--- src/hw/rtl/pnh_pkg.sv ---
// Package for the plain netpbm header parser: phase encoding, character
// codes, status and format codes and the result word layout.
// No dependencies.
`default_nettype none

package pnh_pkg;

  // Parser phase, one-hot
  typedef enum logic [6:0] {
    PH_SEARCH      = 7'b0000001,
    PH_AFTER_P     = 7'b0000010,
    PH_AFTER_DIGIT = 7'b0000100,
    PH_WIDTH       = 7'b0001000,
    PH_HEIGHT      = 7'b0010000,
    PH_MAXV        = 7'b0100000,
    PH_DONE        = 7'b1000000
  } phase_t;

  // Character codes
  localparam logic [7:0] CH_HASH  = 8'h23;  // '#'
  localparam logic [7:0] CH_LF    = 8'h0A;  // newline
  localparam logic [7:0] CH_P     = 8'h50;  // 'P'
  localparam logic [7:0] CH_ZERO  = 8'h30;  // '0'
  localparam logic [7:0] CH_NINE  = 8'h39;  // '9'
  localparam logic [7:0] CH_ONE   = 8'h31;  // '1'
  localparam logic [7:0] CH_THREE = 8'h33;  // '3'
  localparam logic [7:0] CH_SPACE = 8'h20;
  localparam logic [7:0] CH_TAB   = 8'h09;
  localparam logic [7:0] CH_CR    = 8'h0D;

  // Status codes
  localparam logic [2:0] ST_OK        = 3'd0;
  localparam logic [2:0] ST_NO_P      = 3'd1;
  localparam logic [2:0] ST_BAD_MAGIC = 3'd2;
  localparam logic [2:0] ST_TRUNCATED = 3'd3;
  localparam logic [2:0] ST_OVERFLOW  = 3'd4;

  // Format codes
  localparam logic [1:0] FMT_P1 = 2'd0;
  localparam logic [1:0] FMT_P2 = 2'd1;
  localparam logic [1:0] FMT_P3 = 2'd2;

  // Result word: status, format, width, height, max_value, padded to bytes
  localparam int unsigned OUT_TDATA_W = 56;

  typedef struct packed {
    logic [15:0] max_value;
    logic [15:0] height;
    logic [15:0] width;
    logic [1:0]  format;
    logic [2:0]  status;
  } result_t;

endpackage

`default_nettype wire

--- src/hw/rtl/plain_netpbm_header_parser.sv ---
// Plain netpbm (P1/P2/P3) header parser top level: input register, parse
// logic and result register. Depends on pnh_pkg.
`default_nettype none

//  channel | ports                          | contents
//  --------+--------------------------------+------------------------------------
//  input   | in_tvalid/in_tready/in_tdata   | tdata[7:0] byte_value
//          | in_tlast                       | end_of_file
//  result  | out_tvalid/out_tready/out_tdata| status, format, width, height, max
//
// One byte per cycle unless the input stage holds: a byte is registered,
// parsed against the state registers and any header result is registered
// for output. The input stage only holds when its byte produces a result
// while the result register is still full; bytes that produce nothing flow on.
// rst_n is synchronous, active low, and returns the parser to the search phase.
module plain_netpbm_header_parser #(
  parameter int unsigned NUMBER_BITS = 16
) (
  input  wire                               clk,
  input  wire                               rst_n,
  input  wire                               in_tvalid,
  output logic                              in_tready,
  input  wire  [7:0]                        in_tdata,   // [7:0] byte_value
  input  wire                               in_tlast,   // end_of_file
  output logic                              out_tvalid,
  input  wire                               out_tready,
  // [2:0] status, [4:3] format, [20:5] width, [36:21] height,
  // [52:37] max_value, [55:53] zero
  output logic [pnh_pkg::OUT_TDATA_W-1:0]   out_tdata
);
  import pnh_pkg::*;

  localparam int unsigned MW = NUMBER_BITS + 4;
  localparam logic [NUMBER_BITS-1:0] NUM_LIMIT = {NUMBER_BITS{1'b1}};

  // Input register
  logic       s1_valid_r;
  logic [7:0] s1_byte_r;
  logic       s1_eof_r;
  logic       s1_fire;

  // Parser state
  phase_t                 phase_r, phase_nxt;
  logic                   in_comment_r, in_comment_nxt;
  logic [1:0]             format_r, format_nxt;
  logic [NUMBER_BITS-1:0] acc_r, acc_nxt;
  logic                   in_digits_r, in_digits_nxt;
  logic [NUMBER_BITS-1:0] width_r, width_nxt;
  logic [NUMBER_BITS-1:0] height_r, height_nxt;

  // Result register
  logic    out_valid_r;
  result_t res_r, res_nxt;
  logic    emit;

  // Byte classification
  logic [7:0]    c;
  logic          is_digit, is_space, proc;
  logic [MW-1:0] prod;
  logic          ovf;

  assign c        = s1_byte_r;
  assign is_digit = (c >= CH_ZERO) && (c <= CH_NINE);
  assign is_space = (c == CH_SPACE) || ((c >= CH_TAB) && (c <= CH_CR));
  assign proc     = (phase_r != PH_DONE) && (in_comment_r ? (c == CH_LF) : (c != CH_HASH));
  assign prod     = (MW'(acc_r) << 3) + (MW'(acc_r) << 1) + MW'(c - CH_ZERO);
  assign ovf      = |prod[MW-1:NUMBER_BITS];

  // Parse step, then end-of-file handling
  always_comb begin
    phase_nxt      = phase_r;
    in_comment_nxt = in_comment_r;
    format_nxt     = format_r;
    acc_nxt        = acc_r;
    in_digits_nxt  = in_digits_r;
    width_nxt      = width_r;
    height_nxt     = height_r;
    emit           = 1'b0;
    res_nxt        = '0;

    // comment tracking
    if (phase_r != PH_DONE) begin
      if (in_comment_r && (c == CH_LF)) begin
        in_comment_nxt = 1'b0;
      end else if (!in_comment_r && (c == CH_HASH)) begin
        in_comment_nxt = 1'b1;
      end
    end

    if (proc) begin
      case (phase_r)
        PH_SEARCH: begin
          if (c == CH_P) phase_nxt = PH_AFTER_P;
        end
        PH_AFTER_P: begin
          if ((c >= CH_ONE) && (c <= CH_THREE)) begin
            format_nxt = 2'(c - CH_ONE);
            phase_nxt  = PH_AFTER_DIGIT;
          end else begin
            emit           = 1'b1;
            res_nxt.status = ST_BAD_MAGIC;
          end
        end
        PH_AFTER_DIGIT: begin
          if (is_space) begin
            phase_nxt = PH_WIDTH;
          end else begin
            emit           = 1'b1;
            res_nxt.status = ST_BAD_MAGIC;
          end
        end
        PH_WIDTH, PH_HEIGHT, PH_MAXV: begin
          if (is_digit) begin
            in_digits_nxt = 1'b1;
            if (ovf) begin
              emit           = 1'b1;
              res_nxt.status = ST_OVERFLOW;
              if (phase_r == PH_WIDTH) begin
                res_nxt.width = 16'(NUM_LIMIT);
              end else if (phase_r == PH_HEIGHT) begin
                res_nxt.width  = 16'(width_r);
                res_nxt.height = 16'(NUM_LIMIT);
              end else begin
                res_nxt.width     = 16'(width_r);
                res_nxt.height    = 16'(height_r);
                res_nxt.max_value = 16'(NUM_LIMIT);
              end
            end else begin
              acc_nxt = prod[NUMBER_BITS-1:0];
            end
          end else if (in_digits_r) begin
            in_digits_nxt = 1'b0;
            if (phase_r == PH_WIDTH) begin
              width_nxt = acc_r;
              acc_nxt   = '0;
              phase_nxt = PH_HEIGHT;
            end else if (phase_r == PH_HEIGHT) begin
              height_nxt = acc_r;
              acc_nxt    = '0;
              if (format_r == FMT_P1) begin
                emit              = 1'b1;
                res_nxt.status    = ST_OK;
                res_nxt.width     = 16'(width_r);
                res_nxt.height    = 16'(acc_r);
                res_nxt.max_value = 16'd1;
              end else begin
                phase_nxt = PH_MAXV;
              end
            end else begin
              emit              = 1'b1;
              res_nxt.status    = ST_OK;
              res_nxt.width     = 16'(width_r);
              res_nxt.height    = 16'(height_r);
              res_nxt.max_value = 16'(acc_r);
            end
          end
        end
        default: ;
      endcase
    end

    if (emit) begin
      phase_nxt      = PH_DONE;
      res_nxt.format = format_nxt;
    end

    // end of file closes any open header, then clears the parser
    if (s1_eof_r) begin
      if (!emit && (phase_nxt != PH_DONE)) begin
        emit           = 1'b1;
        res_nxt.format = format_nxt;
        if ((phase_nxt == PH_MAXV) && in_digits_nxt) begin
          res_nxt.status    = ST_OK;
          res_nxt.width     = 16'(width_nxt);
          res_nxt.height    = 16'(height_nxt);
          res_nxt.max_value = 16'(acc_nxt);
        end else if (phase_nxt == PH_SEARCH) begin
          res_nxt.status = ST_NO_P;
          res_nxt.format = FMT_P1;
        end else begin
          res_nxt.status = ST_TRUNCATED;
          res_nxt.width  = 16'(width_nxt);
          res_nxt.height = 16'(height_nxt);
        end
      end
      phase_nxt      = PH_SEARCH;
      in_comment_nxt = 1'b0;
      format_nxt     = FMT_P1;
      acc_nxt        = '0;
      in_digits_nxt  = 1'b0;
      width_nxt      = '0;
      height_nxt     = '0;
    end
  end

  // Handshake: the input stage holds only when its result cannot be stored
  assign s1_fire   = s1_valid_r && (!emit || !out_valid_r || out_tready);
  assign in_tready = !s1_valid_r || s1_fire;

  // Input register
  always_ff @(posedge clk) begin
    if (!rst_n) begin
      s1_valid_r <= 1'b0;
    end else if (in_tready) begin
      s1_valid_r <= in_tvalid;
    end
  end

  always_ff @(posedge clk) begin
    if (in_tready && in_tvalid) begin
      s1_byte_r <= in_tdata;
      s1_eof_r  <= in_tlast;
    end
  end

  // Parser state update
  always_ff @(posedge clk) begin
    if (!rst_n) begin
      phase_r      <= PH_SEARCH;
      in_comment_r <= 1'b0;
      format_r     <= FMT_P1;
      acc_r        <= '0;
      in_digits_r  <= 1'b0;
      width_r      <= '0;
      height_r     <= '0;
    end else if (s1_fire) begin
      phase_r      <= phase_nxt;
      in_comment_r <= in_comment_nxt;
      format_r     <= format_nxt;
      acc_r        <= acc_nxt;
      in_digits_r  <= in_digits_nxt;
      width_r      <= width_nxt;
      height_r     <= height_nxt;
    end
  end

  // Result register
  always_ff @(posedge clk) begin
    if (!rst_n) begin
      out_valid_r <= 1'b0;
    end else if (s1_fire && emit) begin
      out_valid_r <= 1'b1;
    end else if (out_tready) begin
      out_valid_r <= 1'b0;
    end
  end

  always_ff @(posedge clk) begin
    if (s1_fire && emit) begin
      res_r <= res_nxt;
    end
  end

  assign out_tvalid = out_valid_r;
  assign out_tdata  = OUT_TDATA_W'(res_r);

endmodule

`default_nettype wire

--- config.mk ---
export PLATFORM = sky130hd
export DESIGN_NAME = plain_netpbm_header_parser
export DESIGN_NICKNAME = d
export VERILOG_FILES = /design/src/hw/rtl/pnh_pkg.sv /design/src/hw/rtl/plain_netpbm_header_parser.sv
export SDC_FILE = /design/constraint.sdc
export NUM_CORES = 1
export LEC_CHECK = 0
export ABC_AREA = 1
export BUFFER_PORTS_ARGS = -buffer_cell sky130_fd_sc_hd__buf_2
export CAP_MARGIN = 25
export CELL_PAD_IN_SITES_DETAIL_PLACEMENT = 1
export CELL_PAD_IN_SITES_GLOBAL_PLACEMENT = 1
export CORE_ASPECT_RATIO = 0.8
export CORE_MARGIN = 10
export CORE_UTILIZATION = 48
export CTS_CLUSTER_SIZE = 12
export DETAILED_ROUTE_END_ITERATION = 7
export HOLD_SLACK_MARGIN = 0.03
export PLACE_DENSITY = 0.85
export RECOVER_POWER = 100
export SLEW_MARGIN = 20
export SYNTH_ARGS = -nofsm -noshare
export SYNTH_HDL_FRONTEND = slang
export SYNTH_SLANG_ARGS = --single-unit
--- constraint.sdc ---
create_clock -name clk -period 17.65 [get_ports clk]
set_clock_uncertainty 0.1 [all_clocks]
set_input_delay 0.8825 -clock clk [delete_from_list [all_inputs] [get_ports clk]]
set_output_delay 0.8825 -clock clk [all_outputs]
set_load 0.05 [all_outputs]
==> results.md <==
* Mean number of vias per cell at 5.735
* Initial Utilization at 48.73%
* Seq cells post-synth at 123
* Max_slew headroom at -137.0%
* Synth-to-layout area growth at 10.14%
* Post-cts sizing count at 0
* TritonCTS clock tree: done
* Die width at approximately 170 um
* Reg power frac at 37.1%
* Core area at 0.01806 sq mm
* Initial antenna violation count at 0
* ANT nets after route at 0
* Worst Hold Class: flop to flop
* DR top layer: met4
* Clock share of power at 41.8%
* # port buffers at 67
* Layout cells sized above 1 at 6.084%
* Switching part of the total at 32.98%
* R2R depth at 25
* Gp weighted congestion at 0.8895
* Ys flop type: edfxtp_1
* CTS root buf: clkbuf_16
* Synth unique cells at 46
* Post-CTS setup buffer count at 0
* Setup_tns at 0 ns
* Synth cell count leaders: 303 x nand2_1, 219 x nor2_1, 122 x inv_1
* Cts bufs inserted at 17
* Met3 wire len at 1.984 mm
* Switching pwr at 294.6 uW
* Outcome: finished, violations left
* Crit path DAT at 10.25 ns
* Max-cap viol count at 4
* Setup crit end kind: flop
* CP max stage delay at ~2.5 ns
* Cts hold-fix bufs at 0
* Synth Area per Inst at between 6 and 7 sq um
* Post-Synthesis Cells at roughly 1300
* Seq/Total Area, Yosys at 35.04%
* Met2 WL at 14.44 mm
* Aggregate global routing overflow at 0
* Worst-path clk slew at 0.07 ns
* Synth top area share at 21.16%
* Post-synth EDFFs at a little over 60
* Rows at 44
* Ys async rst share at 0%
* M1 WL at 13.97 mm
* DRC Markers at 0
* Die Height at approximately 140 um
* Detailed Route Iter0 Violations at between 600 and 700
* Combinational power share at 21.1%
* Gr usage total at around 26%
* Critical path required time at 17.85 ns
* Worst Tran Pin Value at 3.555 ns
* Wirelength per Cell at around 20 um
* RSZ-0062 raised after global routing: false
* Worst skew pair latency at 0.43 ns
* Critical Path Source Type: flop
* Clock sink count at 123
* Antenna Cells at 0
* Most frequent cell on the critical path: nand2_1
* Worst setup path class: flop to flop
* Worst-case clock buffer depth at 2
* Top Ports at 71
* Tot Pwr at 893.2 uW
* Global-route wire length before repair at between 40 and 50 mm
* Hold depth at 2
* Highest clock rate at 0.09950 GHz
* Final Hold Fails at 0
* Non-filler cells in the finished layout at roughly 1500
* Pre-Repair DR Iteration Count at 5
* Period minus WS final at 10.05 ns
* Crit path max fanout at 73
* Peak supply drop at 0.06669 mV
* Via count at 8861
* Final Setup Violations at 0
* Post-Synthesis Cell Area at 0.008798 sq mm
* Htree depth at 4
* Largest area contributor in the netlist: edfxtp_1
* Largest net degree at the start of global routing at 74
* Leakage at 4.286 nW
* Failing checks: max-capacitance violations, max-slew violations
* Top cells by area, synth: edfxtp_1 21%, dfxtp_1 14%, nand2_1 13%
* Fill count at 2405
* Power per cell area at 92.18 mW/mm^2
* CP max-delay cell: clkbuf_1
* Die Area at between 0.02 and 0.025 sq mm
* Yosys warns at 0
* Final period util at 56.94%
* Routed wire length at 31.14 mm
* Max-slew violations at 193
* Inst Count DP at 1512
* Vias in the first global route at approximately 9000
* Nets at 1361
* DP HPWL at 21.52 mm
* Internal power at 598.7 uW
* Count leader, synth: nand2_1
## cells by family after synthesis
family / synth area share [%]
and+or+nand+nor: 31.03
AOI/OAI and AO/OA: 15.56
buffers and inverters: 8.973
DFF: 35.04
adders and majority gates: 7.821
xor gates and xnor gates: 1.195
muxes: 0.3413
other: 0.04262
## state kept, by name, indices dropped and copies added (netlist names), 2 cells and up
name and flops:
out_tdata 53, c 8, format_r 2, acc_r 16, height_r 16, phase_r 7
width_r 16
## placed cells by master (no fill, tap or decap), types with 2 or more instances in the layout
cell / count
o211ai_1: 3
a22oi_1: 8
a31oi_1: 2
nand3_2: 4
inv_2: 6
bufinv_16: 3
o21ai_0: 115
o22ai_1: 6
o21bai_1: 11
o31ai_1: 13
inv_6: 4
clkbuf_16: 17
nor3_1: 11
mux2i_1: 3
ha_1: 31
a21oi_1: 83
nand4_1: 24
clkinv_4: 4
dfxtp_1: 61
o21ai_1: 4
nand2_2: 4
inv_1: 123
edfxtp_1: 62
nor2_1: 221
fa_1: 15
nand2_4: 2
nand2_1: 306
xnor2_1: 9
conb_1: 3
nor2_2: 3
nand3_1: 55
nor2_4: 4
buf_2: 12
buf_4: 6
xor2_1: 3
clkbuf_1: 59
## power groups by stage
stage          Sequential, mW  Combinational (mW)  Clock [mW]
2_1_floorplan           0.343               0.127           0
3_3_place_gp            0.336               0.178           0
3_5_place_dp            0.337               0.185           0
4_1_cts                 0.331               0.188       0.377
5_1_grt                 0.333               0.208       0.390
6_report                0.331               0.188       0.374
## area by class of cell
cell class	instances	area, sq um	share of cell area (%)
Multi-Input combinational cell	951	4861	50.16
Inverter	131	494.2	5.100
Tap cell	230	287.8	2.970
Timing Repair Buffer	78	341.6	3.525
Clock buffer	18	439.2	4.532
Sequential cell	123	3083	31.81
Clock inverter	14	183.9	1.898
## metrics by stage
step | cell area (sq um) | worst slack, ns | util (%) | hold WS (ns)
after floorplan | 8806 | 12.13 | - | 0.3550
after global placement | 9194 | 11.56 | 50.91 | 0.3648
after detailed placement | 9229 | 11.49 | 51.11 | 0.3714
after CTS | 9852 | 11.47 | 54.56 | 0.3925
after global routing | 9691 | 6.862 | 53.67 | 0.4234
final | 9691 | 7.600 | 53.67 | 0.3865
## worst max-delay path: cells and delay by family, from the launching register on
kind	cells	cell delay (ns)
buffers and inverters	4	3.97
and+or+nand+nor	16	3.74
adders and majority gates	3	1.24
DFF	1	0.48
AOI/OAI and AO/OA	2	0.34
## path summary, 6_finish.rpt
path,startpoint,endpoint,slack [ns]
max,c[4],acc_r[10],7.60
min,width_r[5],width_r[5],0.39
max reg2reg,c[4],acc_r[10],7.60
min reg2reg,width_r[5],width_r[5],0.39
## routing by layer
layer  up-vias  global-route usage, %
met5         -                      0
met3        52                  5.022
met1      4284                  33.81
met2       320                  41.15
met4         0                  8.040
li1       4205                      -
Power figures use the tool's default switching activity.
